**src/rtl/adaptive_channel_hop_scheduler_unit_assert.svh**
```systemverilog
// Assertion macros used by the channel-hop scheduler RTL.
`ifndef ADAPTIVE_CHANNEL_HOP_SCHEDULER_UNIT_ASSERT_SVH
`define ADAPTIVE_CHANNEL_HOP_SCHEDULER_UNIT_ASSERT_SVH

// check a property on every clock edge outside reset
`define ACHS_ASSERT(label, clk, rst, prop, msg) \
   label: assert property (@(posedge clk) disable iff (rst) (prop)) else $error(msg);

// check an implication on every clock edge outside reset
`define ACHS_ASSERT_IMPL(label, clk, rst, pre, post, msg) \
   label: assert property (@(posedge clk) disable iff (rst) (pre) |-> (post)) else $error(msg);

`endif

```
**src/rtl/achs_pkg.sv**
```systemverilog
// Types and codes of the channel-hop scheduler.
package achs_pkg;

   localparam logic OP_ADVANCE = 1'b0;
   localparam logic OP_HIT     = 1'b1;

   localparam logic [1:0] PHASE_SEARCH = 2'd0;
   localparam logic [1:0] PHASE_DWELL  = 2'd1;
   localparam logic [1:0] PHASE_INTER  = 2'd2;

   localparam logic [1:0] CSR_SEARCH_SWEEPS = 2'd0;
   localparam logic [1:0] CSR_FOCUS_SWEEPS  = 2'd1;
   localparam logic [1:0] CSR_MISS_LIMIT    = 2'd2;

   localparam logic [6:0] SEARCH_SWEEPS_RESET = 7'd3;
   localparam logic [6:0] FOCUS_SWEEPS_RESET  = 7'd120;
   localparam logic [1:0] MISS_LIMIT_RESET    = 2'd3;
   localparam logic [6:0] SWEEP_MAX           = 7'd127;
   localparam logic [1:0] MISS_MAX            = 2'd3;

   typedef struct packed {
      logic       op;
      logic [3:0] hit_channel;
   } req_word_type;

   typedef struct packed {
      logic [3:0] channel;
      logic [1:0] phase;
   } rsp_word_type;

   typedef struct packed {
      logic       hit;
      logic [3:0] chan;
   } pick_type;

endpackage

```
**src/rtl/achs_pick.sv**
```systemverilog
// Lowest flagged channel above a given channel.
module achs_pick #(
   parameter int NUM_CHANNELS = 14
) (
   input  logic [NUM_CHANNELS:1] mask,
   input  logic [3:0]            after,
   output achs_pkg::pick_type    pick
);
   import achs_pkg::*;

   always_comb begin
      pick = '0;
      for (int c = NUM_CHANNELS; c >= 1; c--) begin
         if (mask[c] && (4'(c) > after)) begin
            pick.hit  = 1'b1;
            pick.chan = 4'(c);
         end
      end
   end

endmodule

```
**src/rtl/adaptive_channel_hop_scheduler_unit.sv**
```systemverilog
// Top level of the channel-hop scheduler: state, sweep control and result register.
//
//   port group | direction | handshake          | word
//   req_       | in        | req_valid/req_stall | op, hit_channel
//   rsp_       | out       | rsp_valid/rsp_stall | channel, phase
//   csr_       | in        | csr_valid/csr_ready | csr_index, csr_wdata
//
// One word per cycle unless stalled, one result per word, valid in the next cycle.
// All scheduling state updates in the accept cycle; the result register holds the word.
// A word is taken whenever the result register is empty or drains in the same cycle.
// Synchronous reset sets all state but the result word; csr_ready is always high.
module adaptive_channel_hop_scheduler_unit #(
   parameter int NUM_CHANNELS = 14
) (
   input  logic                    clock,
   input  logic                    reset,
   input  logic                    req_valid,
   output logic                    req_stall,
   input  achs_pkg::req_word_type  req_word,
   output logic                    rsp_valid,
   input  logic                    rsp_stall,
   output achs_pkg::rsp_word_type  rsp_word,
   input  logic                    csr_valid,
   output logic                    csr_ready,
   input  logic [1:0]              csr_index,
   input  logic [6:0]              csr_wdata
);
   import achs_pkg::*;

   `include "adaptive_channel_hop_scheduler_unit_assert.svh"

   localparam logic [3:0] LAST_CH  = 4'(NUM_CHANNELS);
   localparam logic [3:0] LAST_GRP = 4'(NUM_CHANNELS - 1);

   logic [6:0] search_sweeps_ff;
   logic [6:0] focus_sweeps_ff;
   logic [1:0] miss_limit_ff;

   logic [1:0]                  phase_ff, phase_in;
   logic [3:0]                  cur_ff, cur_in;
   logic [NUM_CHANNELS:1]       rem_ff, rem_in;
   logic [NUM_CHANNELS:1]       seen_ff, seen_in;
   logic [1:0]                  miss_ff [NUM_CHANNELS:1];
   logic [1:0]                  miss_in [NUM_CHANNELS:1];
   logic [6:0]                  sweep_ff, sweep_in;
   logic [3:0]                  grp_ff, grp_in;
   logic [1:0]                  sub_ff, sub_in;
   logic [3:0]                  rot_ff, rot_in;
   logic                        act_ff, act_in;
   logic                        rsp_valid_ff, rsp_valid_in;
   rsp_word_type                rsp_word_ff, rsp_word_in;

   logic [NUM_CHANNELS:1]       rem_round, seen_round;
   logic [1:0]                  miss_round [NUM_CHANNELS:1];
   logic [1:0]                  miss_inc;
   pick_type                    pick_cur, pick_first, pick_rot, pick_new;
   logic                        accept, done;
   logic [3:0]                  next_ch, fresh;
   logic [6:0]                  sweep_sat, target;

   assign accept    = req_valid & ~req_stall;
   assign req_stall = rsp_valid_ff & rsp_stall;
   assign csr_ready = 1'b1;
   assign rsp_valid = rsp_valid_ff;
   assign rsp_word  = rsp_word_ff;

   achs_pick #(.NUM_CHANNELS(NUM_CHANNELS)) u_pick_cur (
      .mask(rem_ff), .after(cur_ff), .pick(pick_cur));
   achs_pick #(.NUM_CHANNELS(NUM_CHANNELS)) u_pick_first (
      .mask(rem_ff), .after(4'd0), .pick(pick_first));
   achs_pick #(.NUM_CHANNELS(NUM_CHANNELS)) u_pick_rot (
      .mask(rem_ff), .after(rot_ff), .pick(pick_rot));
   achs_pick #(.NUM_CHANNELS(NUM_CHANNELS)) u_pick_new (
      .mask(rem_round), .after(4'd0), .pick(pick_new));

   // end-of-round aging of remembered channels
   always_comb begin
      rem_round  = rem_ff;
      seen_round = seen_ff;
      miss_inc   = '0;
      for (int c = 1; c <= NUM_CHANNELS; c++) begin
         miss_round[c] = miss_ff[c];
         if (rem_ff[c]) begin
            if (seen_ff[c]) begin
               miss_round[c] = '0;
               seen_round[c] = 1'b0;
            end else begin
               miss_inc = (miss_ff[c] == MISS_MAX) ? MISS_MAX : miss_ff[c] + 2'd1;
               if (miss_inc >= miss_limit_ff) begin
                  rem_round[c]  = 1'b0;
                  miss_round[c] = '0;
                  seen_round[c] = 1'b0;
               end else begin
                  miss_round[c] = miss_inc;
               end
            end
         end
      end
   end

   always_comb begin
      phase_in  = phase_ff;
      cur_in    = cur_ff;
      rem_in    = rem_ff;
      seen_in   = seen_ff;
      miss_in   = miss_ff;
      sweep_in  = sweep_ff;
      grp_in    = grp_ff;
      sub_in    = sub_ff;
      rot_in    = rot_ff;
      act_in    = act_ff;
      done      = 1'b0;
      next_ch   = cur_ff;
      fresh     = grp_ff + 4'd1;
      sweep_sat = (sweep_ff == SWEEP_MAX) ? SWEEP_MAX : sweep_ff + 7'd1;
      target    = (phase_ff == PHASE_DWELL) ? focus_sweeps_ff : search_sweeps_ff;

      if (accept && (req_word.op == OP_ADVANCE)) begin
         case (phase_ff)
            PHASE_SEARCH: begin
               if (cur_ff >= LAST_CH) begin
                  next_ch = 4'd1;
                  done    = 1'b1;
               end else begin
                  next_ch = cur_ff + 4'd1;
               end
            end
            PHASE_DWELL: begin
               if (pick_cur.hit) begin
                  next_ch = pick_cur.chan;
               end else begin
                  done    = 1'b1;
                  next_ch = pick_first.hit ? pick_first.chan : 4'd1;
               end
            end
            default: begin
               if (sub_ff == 2'd0) begin
                  next_ch = fresh;
               end else if (pick_rot.hit) begin
                  next_ch = pick_rot.chan;
                  rot_in  = pick_rot.chan;
               end else if (pick_first.hit) begin
                  next_ch = pick_first.chan;
                  rot_in  = pick_first.chan;
               end else begin
                  next_ch = fresh;
               end
               if (sub_ff == 2'd2) begin
                  sub_in = 2'd0;
                  if (grp_ff == LAST_GRP) begin
                     grp_in = '0;
                     done   = 1'b1;
                  end else begin
                     grp_in = grp_ff + 4'd1;
                  end
               end else begin
                  sub_in = sub_ff + 2'd1;
               end
            end
         endcase
         cur_in = next_ch;

         if (done) begin
            if (sweep_sat < target) begin
               sweep_in = sweep_sat;
            end else begin
               sweep_in = '0;
               case (phase_ff)
                  PHASE_SEARCH: begin
                     if (pick_first.hit) begin
                        phase_in = PHASE_DWELL;
                        cur_in   = pick_first.chan;
                     end
                  end
                  PHASE_DWELL: begin
                     phase_in = PHASE_INTER;
                     act_in   = 1'b0;
                     cur_in   = 4'd1;
                     grp_in   = '0;
                     sub_in   = 2'd1;
                  end
                  default: begin
                     rem_in  = rem_round;
                     seen_in = seen_round;
                     miss_in = miss_round;
                     if (!(|rem_round) || !act_ff) begin
                        phase_in = PHASE_SEARCH;
                        cur_in   = 4'd1;
                     end else begin
                        phase_in = PHASE_DWELL;
                        cur_in   = pick_new.hit ? pick_new.chan : 4'd1;
                     end
                  end
               endcase
            end
         end
      end else if (accept && (req_word.op == OP_HIT)) begin
         if ((req_word.hit_channel >= 4'd1) && (req_word.hit_channel <= LAST_CH)) begin
            rem_in[req_word.hit_channel]  = 1'b1;
            seen_in[req_word.hit_channel] = 1'b1;
            if (phase_ff == PHASE_INTER) begin
               act_in = 1'b1;
            end
         end
      end

      rsp_word_in.channel = cur_in;
      rsp_word_in.phase   = phase_in;
      if (accept) begin
         rsp_valid_in = 1'b1;
      end else if (!rsp_stall) begin
         rsp_valid_in = 1'b0;
      end else begin
         rsp_valid_in = rsp_valid_ff;
      end
   end

   always_ff @(posedge clock) begin
      if (reset) begin
         search_sweeps_ff <= SEARCH_SWEEPS_RESET;
         focus_sweeps_ff  <= FOCUS_SWEEPS_RESET;
         miss_limit_ff    <= MISS_LIMIT_RESET;
      end else if (csr_valid && csr_ready) begin
         case (csr_index)
            CSR_SEARCH_SWEEPS: search_sweeps_ff <= csr_wdata;
            CSR_FOCUS_SWEEPS:  focus_sweeps_ff  <= csr_wdata;
            CSR_MISS_LIMIT:    miss_limit_ff    <= csr_wdata[1:0];
            default: ;
         endcase
      end
   end

   always_ff @(posedge clock) begin
      if (reset) begin
         phase_ff     <= PHASE_SEARCH;
         cur_ff       <= '0;
         rem_ff       <= '0;
         seen_ff      <= '0;
         sweep_ff     <= '0;
         grp_ff       <= '0;
         sub_ff       <= '0;
         rot_ff       <= 4'd1;
         act_ff       <= 1'b0;
         rsp_valid_ff <= 1'b0;
         for (int c = 1; c <= NUM_CHANNELS; c++) begin
            miss_ff[c] <= '0;
         end
      end else begin
         phase_ff     <= phase_in;
         cur_ff       <= cur_in;
         rem_ff       <= rem_in;
         seen_ff      <= seen_in;
         miss_ff      <= miss_in;
         sweep_ff     <= sweep_in;
         grp_ff       <= grp_in;
         sub_ff       <= sub_in;
         rot_ff       <= rot_in;
         act_ff       <= act_in;
         rsp_valid_ff <= rsp_valid_in;
      end
   end

   always_ff @(posedge clock) begin
      if (accept) begin
         rsp_word_ff <= rsp_word_in;
      end
   end

   `ACHS_ASSERT(a_seen_needs_rem, clock, reset, (seen_ff & ~rem_ff) == '0, "seen flag on forgotten channel")
   `ACHS_ASSERT(a_rot_range, clock, reset, (rot_ff >= 4'd1) && (rot_ff <= LAST_CH), "rotation pointer out of range")
   `ACHS_ASSERT_IMPL(a_slot_range, clock, reset, phase_ff == PHASE_INTER, (grp_ff <= LAST_GRP) && (sub_ff != 2'd3), "slot out of range")
   `ACHS_ASSERT_IMPL(a_rsp_channel, clock, reset, rsp_valid_ff, rsp_word_ff.channel <= LAST_CH, "result channel out of range")

endmodule
```
**config.mk**
```make
export PLATFORM = sky130hd
export DESIGN_NAME = adaptive_channel_hop_scheduler_unit
export DESIGN_NICKNAME = d
export VERILOG_FILES = /design/src/rtl/achs_pkg.sv /design/src/rtl/achs_pick.sv /design/src/rtl/adaptive_channel_hop_scheduler_unit.sv
export VERILOG_INCLUDE_DIRS = /design/src /design/src/rtl
export SDC_FILE = /design/constraint.sdc
export NUM_CORES = 1
export LEC_CHECK = 0
export ABC_AREA = 1
export BUFFER_PORTS_ARGS = -buffer_cell sky130_fd_sc_hd__buf_2
export CAP_MARGIN = 40
export CELL_PAD_IN_SITES_DETAIL_PLACEMENT = 1
export CELL_PAD_IN_SITES_GLOBAL_PLACEMENT = 2
export CORE_ASPECT_RATIO = 1.2
export CORE_UTILIZATION = 35
export DETAILED_ROUTE_END_ITERATION = 10
export HOLD_SLACK_MARGIN = 0.03
export PLACE_DENSITY = 0.91
export SYNTH_ARGS = -nofsm -noshare
export SYNTH_HDL_FRONTEND = slang
export SYNTH_SLANG_ARGS = --single-unit
export TNS_END_PERCENT = 10
```
**constraint.sdc**
```tcl
create_clock -name clock -period 3.2 [get_ports clock]
set_input_delay 0 -clock clock [delete_from_list [all_inputs] [get_ports clock]]
set_output_delay 0 -clock clock [all_outputs]
set_load 0.1 [all_outputs]
```
# Yosys cells after proc, flatten, opt, wreduce, memory -nomap -nowiden

Cells that the tools add are included.

Word-level logic and storage cells: 455
Flip-flop bits (word level): 103
Input port bits: 19
Output and inout bits: 9

$lt $le $gt $ge: 48
Bitwise operators: 9
Add/subtract/negate cells: 18
Equal/unequal tests: 40
Reductions and logical operators: 79
Mux-type cells: 219

Operator list:

| kind                                                                                | count |
|---|---|
| 5-bit 2-to-1 mux                                                                    | 56 |
| 14-bit 2-to-1 mux                                                                   | 12 |
| 2-bit 2-to-1 mux                                                                    | 51 |
| 6-bit AND reduction                                                                 | 15 |
| 4-bit 2-to-1 mux                                                                    | 20 |
| 5-bit AND reduction                                                                 | 15 |
| 1-bit 2-to-1 mux                                                                    | 72 |
| 4-bit greater-than comparator, first input constant                                 | 14 |
| 2-bit equality test, second input constant                                          | 17 |
| 2-bit != test, second input constant                                                | 17 |
| 3-bit by 4-bit greater-than comparator with 1-bit output, first input constant      | 8 |
| 1-bit logical AND                                                                   | 32 |
| 2-bit by 1-bit adder with 2-bit output, second input constant                       | 15 |
| 2-bit greater-or-equal comparator                                                   | 14 |
| 14-bit OR                                                                           | 2 |
| 7-bit 2-to-1 mux                                                                    | 3 |
| 2-bit by 4-bit greater-than comparator with 1-bit output, first input constant      | 4 |
| 4-bit case mux with 2 select lines                                                  | 2 |
| 14-bit OR reduction                                                                 | 1 |
| 4-bit by 1-bit adder with 4-bit output, second input constant                       | 2 |
| 4-bit by 1-bit greater-or-equal comparator with 1-bit output, second input constant | 2 |
| 1-bit by 4-bit greater-than comparator with 1-bit output, first input constant      | 2 |
| 2-bit AND reduction                                                                 | 4 |
| 2-bit nonzero test                                                                  | 4 |
| other kinds (19)                                                                    | 29 |

# Depth between registers and ports, before layout

Depth in word-level cells: 26
Gate-level depth with buffers: 24
Mapped depth without buffers: 24

# By module

A second synthesis with hierarchy kept.

Cells, all modules: 1229
Area total of the unflattened synthesis: 7662.3 um^2

By module, submodules not included:

| module                              | times used | seq. area each (um^2) | area an instance (um^2) | cells an instance |
|---|---|---|---|---|
| adaptive_channel_hop_scheduler_unit | 1          | 2122.0                | 6476.2                  | 969 |
| achs_pick                           | 4          | 0.0                   | 296.5                   | 65 |

# Worst setup path before layout

No wires, ideal clock.

Kind: register to register
Start point: register rsp_valid_ff, in the netlist rsp_valid
End point: register rem_ff[13] in the netlist's numbering
Arrival time: 3314 ps
Stages on the path, launching flop included: 13
Library setup time: 132 ps
Path buffers: 1
Data required time: 3068 ps
Period minus slack after synthesis: 3446 ps
Path slack: -246 ps
Cell sequence: dfxtp_1 -> nand2_1 -> inv_1 -> nor2_1 -> nand2_1 -> inv_1 -> o21ai_2 -> nand2_2 -> nor2_4 -> nand2_4 -> buf_6 -> nor3_1 -> nor3_2

Word-level cells in the longest chain between the ends: 6
Elaborated cells between the ends (all ways): 12
Those cells by class: 3 x eq/ne; 1 x mux; 3 x bitwise; 5 x reduce/logical

RTL lines:

| item                                                         | RTL line                                                                               | RTL |
|---|---|---|
| start: declaration                                           | adaptive_channel_hop_scheduler_unit.sv:50                                              | `logic rsp_valid_ff, rsp_valid_in;` |
| start signal: assignment                                     | adaptive_channel_hop_scheduler_unit.sv:259                                             | `rsp_valid_ff <= rsp_valid_in;` |
| 1-bit bitwise AND *                                          | adaptive_channel_hop_scheduler_unit.sv:62                                              | `assign req_stall = rsp_valid_ff & rsp_stall;` |
| named net req_stall                                          | adaptive_channel_hop_scheduler_unit.sv:18                                              | `output logic req_stall,` |
| 1-bit inverter *                                             | adaptive_channel_hop_scheduler_unit.sv:61                                              | `assign accept = req_valid & ~req_stall;` |
| 1-bit bitwise AND *                                          | adaptive_channel_hop_scheduler_unit.sv:61                                              |  |
| named net accept                                             | adaptive_channel_hop_scheduler_unit.sv:57                                              | `logic accept, done;` |
| 1-bit logical AND, on equally long branches                  | adaptive_channel_hop_scheduler_unit.sv:118, adaptive_channel_hop_scheduler_unit.sv:197 |  |
| 2-bit != test (no source line), or another cell as far along | --                                                                                     |  |
| 5-bit AND reduction (no source line)                         | --                                                                                     |  |
| end signal: assignment                                       | adaptive_channel_hop_scheduler_unit.sv:251                                             | `rem_ff <= rem_in;` |
| end: declaration                                             | adaptive_channel_hop_scheduler_unit.sv:41                                              | `logic [NUM_CHANNELS:1] rem_ff, rem_in;` |

Mark *: on every way through the listed nets, which the timed path passes. The rest lies on a longest branch.
A chain may end at the register's enable or synchronous reset.

# Worst setup path in the final report

Start point: register cur_ff[1]
End point: register miss_ff[14] in the netlist's numbering

Word-level cells in the longest chain between the ends: 20
Elaborated cells between the ends (all ways): 48
Those cells by class: 15 x order compare; 18 x mux; 15 x reduce/logical

RTL lines:

| item                                   | RTL line                                   | RTL |
|---|---|---|
| start: declaration                     | adaptive_channel_hop_scheduler_unit.sv:40  | `logic [3:0] cur_ff, cur_in;` |
| start signal: assignment               | adaptive_channel_hop_scheduler_unit.sv:250 | `cur_ff <= cur_in;` |
| 4-bit greater-than comparator          | achs_pick.sv:14                            | `if (mask[c] && (4'(c) > after)) begin` |
| 1-bit logical AND                      | achs_pick.sv:14                            |  |
| 5-bit 2-to-1 mux (14 in series)        | achs_pick.sv:14                            |  |
| 1-bit 2-to-1 mux                       | adaptive_channel_hop_scheduler_unit.sv:129 | `if (pick_cur.hit) begin` |
| 1-bit case mux with 2 select lines *   | adaptive_channel_hop_scheduler_unit.sv:119 | `case (phase_ff)` |
| 1-bit 2-to-1 mux *                     | adaptive_channel_hop_scheduler_unit.sv:118 | `if (accept && (req_word.op == OP_ADVANCE)) begin` |
| 5-bit AND reduction (no source line) * | --                                         |  |
| end signal: assignment                 | adaptive_channel_hop_scheduler_unit.sv:253 | `miss_ff <= miss_in;` |
| end: declaration                       | adaptive_channel_hop_scheduler_unit.sv:43  | `logic [1:0] miss_ff [NUM_CHANNELS:1];` |

Every way passes the cells marked *; elsewhere a longest branch is shown, timed or not. The select of a mux whose other input is x is not followed.

==> report_table.html <==
<table>
<tr><th>Metric</th><th>Value</th></tr>
<tr><th colspan="2">Route</th></tr>
<tr><td>Violation count after the first detailed-routing iteration</td><td>332</td></tr>
<tr><td>Number of remaining DRC errors</td><td>0</td></tr>
<tr><td>Routed WL per cell</td><td>15.47 microns</td></tr>
<tr><td>Final ANT Viol Nets</td><td>0</td></tr>
<tr><td>Total via count in the routed design</td><td>7259</td></tr>
<tr><td>1st-pass router iterations</td><td>4</td></tr>
<tr><td>Vias per cell</td><td>5.119</td></tr>
<tr><td>Routed WL</td><td>21940 microns</td></tr>
<tr><th colspan="2">Worst setup path</th></tr>
<tr><td>CP bufs+invs</td><td>2</td></tr>
<tr><td>Crit path largest cell delay</td><td>530 ps</td></tr>
<tr><td>Count of cells along the worst register-to-register path</td><td>14</td></tr>
<tr><td>CP startpoint kind</td><td>flop</td></tr>
<tr><td>Biggest fanout along the worst timing path</td><td>14</td></tr>
<tr><td>Worst reg2reg setup slack</td><td>190 ps</td></tr>
<tr><td>Setup Crit Path Kind</td><td>flop to flop</td></tr>
<tr><td>Cell type of the slowest stage on the worst timing path</td><td>nor4_2</td></tr>
<tr><td>Arr. time, crit path</td><td>3220 ps</td></tr>
<tr><td>Most frequent cell on the critical path</td><td>nand2_2</td></tr>
<tr><td>Crit path required time</td><td>3410 ps</td></tr>
<tr><td>Cell family contributing the most delay on the critical path</td><td>simple AND/OR/NAND/NOR gates</td></tr>
<tr><td>Reg2Reg Launch Point</td><td>cur_ff[1]</td></tr>
<tr><td>Critical register-to-register path endpoint</td><td>miss_ff[14]</td></tr>
<tr><td>Kind of capture point of the worst setup path</td><td>flop</td></tr>
<tr><td>Critical Path, Cell by Cell</td><td>ha_1 &gt; nor2_1 &gt; o21ai_1 &gt; nand2_2 &gt; nor2_4 &gt; nand2_2 &gt; nor2_4 &gt; nand2_2 &gt; nand2_4 &gt; inv_1 &gt; nor4_2 &gt; inv_1 &gt; nand2_1 &gt; a21oi_1</td></tr>
<tr><th colspan="2">Timing</th></tr>
<tr><td>Maximum clock skew at final layout</td><td>11.42 ps</td></tr>
<tr><td>Hold violation count in the final report</td><td>0</td></tr>
<tr><td>Worst rel slew slack</td><td>33.19%</td></tr>
<tr><td>Minimum clock period</td><td>3011 ps</td></tr>
<tr><td>Finish-stage setup viols</td><td>0</td></tr>
<tr><td>Sum Neg Setup Slack</td><td>0 ps</td></tr>
<tr><td>Achievable frequency</td><td>332.1 MHz</td></tr>
<tr><td>Max-slew violation count</td><td>0</td></tr>
<tr><td>Final worst path period share</td><td>94.09%</td></tr>
<tr><td>Slew of the pin with the lowest slew margin</td><td>1001 ps</td></tr>
<tr><th colspan="2">Logic synthesis</th></tr>
<tr><td>Number of unique standard cell types used by synthesis</td><td>47</td></tr>
<tr><td>Syn nets</td><td>1172</td></tr>
<tr><td>Yosys warning count</td><td>0</td></tr>
<tr><td>Summed instance area of the synthesized netlist</td><td>7082 sq um</td></tr>
<tr><td>Share of synthesized flip-flops with an asynchronous set or reset</td><td>0%</td></tr>
<tr><td>Post-synth EDFFs</td><td>6</td></tr>
<tr><td>Ranking of synthesized cells by instance count</td><td>nand2_1 (296), inv_1 (156), nor2_1 (127)</td></tr>
<tr><td>Cells after Synth</td><td>1113</td></tr>
<tr><td>Leading cell type by number of instances after synthesis</td><td>nand2_1</td></tr>
<tr><td>Top area cells in the synthesized netlist</td><td>dfxtp_1 (27%), nand2_1 (16%), inv_1 (8.3%)</td></tr>
<tr><td>Average instance area after synthesis</td><td>6.363 sq um</td></tr>
<tr><td>Flip-flop cell with the highest count after synthesis</td><td>dfxtp_1</td></tr>
<tr><td>Sequential cell area fraction in the yosys report</td><td>29.96%</td></tr>
<tr><td>Area leader, netlist</td><td>dfxtp_1</td></tr>
<tr><td>Register bit total from synthesis</td><td>103</td></tr>
<tr><td>Top cell type's share of synthesized area</td><td>27.42%</td></tr>
<tr><th colspan="2">Clock network</th></tr>
<tr><td>Maximum buffer depth of the clock tree</td><td>2</td></tr>
<tr><td>Clock insertion delay at the later pin of the skew report</td><td>360 ps</td></tr>
<tr><td>H-Tree Level Count</td><td>3</td></tr>
<tr><td>Number of clock sinks</td><td>103</td></tr>
<tr><td>Clock tree from TritonCTS</td><td>built</td></tr>
<tr><td>Cell chosen for the clock root</td><td>clkbuf_16</td></tr>
<tr><td>Total clock buffers created by CTS</td><td>9</td></tr>
<tr><td>Clock transition at the registers of the reported paths</td><td>70 ps</td></tr>
<tr><th colspan="2">Global routing</th></tr>
<tr><td>Number of antenna violations at the first check in global routing</td><td>0</td></tr>
<tr><td>Global-route congestion overflow total</td><td>0</td></tr>
<tr><td>Global routing usage summed across all routing layers</td><td>21.93%</td></tr>
<tr><td>Vias in the first global route</td><td>7583</td></tr>
<tr><td>Wire length of the first global-routing pass</td><td>36450 microns</td></tr>
<tr><td>Largest net degree at the start of global routing</td><td>52</td></tr>
<tr><th colspan="2">Worst hold path</th></tr>
<tr><td>Worst hold start</td><td>csr_index[1]</td></tr>
<tr><td>Worst hold path stage count</td><td>4</td></tr>
<tr><td>Sink of the worst hold path</td><td>search_sweeps_ff[1]</td></tr>
<tr><td>HP Class</td><td>input pin to flop</td></tr>
<tr><th colspan="2">Floorplan</th></tr>
<tr><td>Die Outline Area</td><td>20810 sq um</td></tr>
<tr><td>Height of the chip</td><td>157.8 microns</td></tr>
<tr><td>Total number of placement rows</td><td>56</td></tr>
<tr><td>I/O pin count</td><td>28</td></tr>
<tr><td>Width of the die</td><td>131.9 microns</td></tr>
<tr><td>Floorplan Core Area</td><td>19690 sq um</td></tr>
<tr><td>Effective utilization at floorplan</td><td>35.97%</td></tr>
<tr><th colspan="2">Outcome</th></tr>
<tr><td>Run status</td><td>finished, final reports clean</td></tr>
<tr><th colspan="2">Layout</th></tr>
<tr><td>Fraction of final layout cells with drive strength greater than 1</td><td>10.03%</td></tr>
<tr><td>Count of filler cells inserted in the layout</td><td>2622</td></tr>
<tr><td>Number of cells in the finished layout apart from fillers</td><td>1418</td></tr>
<tr><td>Nets</td><td>1213</td></tr>
<tr><td>Layout Utilization</td><td>41.22%</td></tr>
<tr><td>Synthesis-to-finish area growth</td><td>14.61%</td></tr>
<tr><td>Antenna diode count</td><td>0</td></tr>
<tr><th colspan="2">Power and ir drop</th></tr>
<tr><td>Overall power</td><td>2.896 mW</td></tr>
<tr><td>Leakage power</td><td>3.880 nW</td></tr>
<tr><td>Worst VDD drop</td><td>0.2452 mV</td></tr>
<tr><td>Pwr Density</td><td>356.8 nW/um^2</td></tr>
<tr><th colspan="2">Placed design</th></tr>
<tr><td>Detail Placement HPWL</td><td>16390 microns</td></tr>
<tr><td>Count of input and output buffers</td><td>26</td></tr>
<tr><td>Cell count after placement</td><td>1391</td></tr>
<tr><td>Global placer's final weighted congestion</td><td>0.8666</td></tr>
<tr><th colspan="2">Flow run</th></tr>
<tr><td>Number of maximum-capacitance constraint violations</td><td>0</td></tr>
</table>
## routing by layer
metal	track usage (%)	vias to the layer above	routed length, microns
met1	24.77	3442	9816
met2	41.42	95	11060
met4	9.801	0	637
met5	0	-	0
met3	2.434	36	419
li1	-	3686	-
## flip-flops by register name (all words and copies together), names as in the netlist
| signal | count |
|---|---|
| rot_ff | 4 |
| sub_ff | 2 |
| rem_ff | 14 |
| rsp_word | 6 |
| seen_ff | 14 |
| miss_ff | 28 |
| focus_sweeps_ff | 7 |
| act_ff | 1 |
| rsp_valid | 1 |
| miss_limit_ff | 2 |
| sweep_ff | 7 |
| grp_ff | 4 |
| phase_ff | 2 |
| cur_ff | 4 |
| search_sweeps_ff | 7 |
## through the flow
| step | worst slack, ps | area [sq um] | hold WS, ps |
|---|---|---|---|
| 3_3_place_gp | 273.3 | 7553 | 217.0 |
| 3_5_place_dp | 87.28 | 7553 | 220.1 |
| 5_1_grt | -140.3 | 8117 | 97.32 |
| 2_1_floorplan | 83.70 | 7083 | 113.2 |
| 6_report | 189.3 | 8117 | 62.14 |
| 4_1_cts | 12.62 | 7980 | 49.44 |
## power breakdown
part	switching, mW	leakage [nW]	internal (mW)
Combinational	0.291	2.89	0.122
Sequential	0.0185	0.846	1.32
Clock	0.507	0.147	0.642
Total	0.816	3.88	2.08
## worst reg2reg max path, stage by stage, from the launching register on
cell	delay (ps)
dfxtp_1	490
ha_1	230
nor2_1	90
o21ai_1	220
nand2_2	110
nor2_4	130
nand2_2	90
nor2_4	130
nand2_2	90
nand2_4	100
inv_1	410
nor4_2	540
inv_1	110
nand2_1	80
a21oi_1	60
## repair_timing
item | 4_1_cts | 5_1_grt
endpoints found under the setup margin | 0 | 73
setup buffers | 0 | 0
hold buffers | 13 | 0
hold endpoints to repair | 20 | 0
resized for setup | 0 | 25
## worst max path at each step
stage | slack [ps] | cells past startpoint | from | endpoint
6_report | 190 | 14 | cur_ff[1] | miss_ff[14]
5_1_grt | -140 | 18 | sweep_ff[0] | miss_ff[14]
4_1_cts | 10 | 17 | sweep_ff[0] | miss_ff[21]
3_5_place_dp | 90 | 17 | sweep_ff[0] | miss_ff[21]
3_3_place_gp | 270 | 17 | sweep_ff[0] | miss_ff[25]
2_1_floorplan | 80 | 12 | rsp_valid | rem_ff[13]
## layout make-up
type / count / area [sq um] / share of cell area, %
Clock buffer: 11 / 252.7 / 3.114
Clock inverter: 3 / 43.79 / 0.5395
Inverter: 161 / 604.3 / 7.446
Multi-Input combinational cell: 821 / 4343 / 53.51
Sequential cell: 103 / 2123 / 26.16
Tap cell: 261 / 326.6 / 4.023
Timing Repair Buffer: 58 / 422.9 / 5.210
## cell usage in the layout, fill, tap and decap left out, types with 5 or more instances in the layout
| cell | synthesis | routed |
|---|---|---|
| dlygate4sd3_1 | 0 | 13 |
| clkbuf_16 | 0 | 9 |
| a21oi_1 | 83 | 83 |
| a31oi_1 | 7 | 7 |
| o21ai_2 | 5 | 5 |
| edfxtp_1 | 6 | 6 |
| o21bai_1 | 6 | 6 |
| nor2_1 | 127 | 126 |
| mux2i_1 | 6 | 6 |
| o211a_1 | 18 | 18 |
| nor4_2 | 0 | 12 |
| ha_1 | 40 | 40 |
| nand3_1 | 47 | 46 |
| dfxtp_1 | 97 | 96 |
| nand2_1 | 296 | 295 |
| nor2_2 | 5 | 6 |
| inv_1 | 156 | 156 |
| buf_2 | 2 | 26 |
| nor3_1 | 40 | 40 |
| nand2_2 | 8 | 8 |
| o21ai_0 | 75 | 73 |
| or2_2 | 5 | 5 |
| buf_4 | 3 | 17 |
## kinds of logic after synthesis
logic type / after synthesis / synth area share (%)
and+or+nand+nor: 561 / 33.80
AOI/OAI and AO/OA: 211 / 17.49
buffers and inverters: 189 / 10.53
DFF: 103 / 29.96
adders and majority gates: 40 / 7.067
muxes: 6 / 0.8481
xor gates and xnor gates: 2 / 0.2474
other: 1 / 0.05295
No activity file was read; power rests on OpenSTA's default activity.
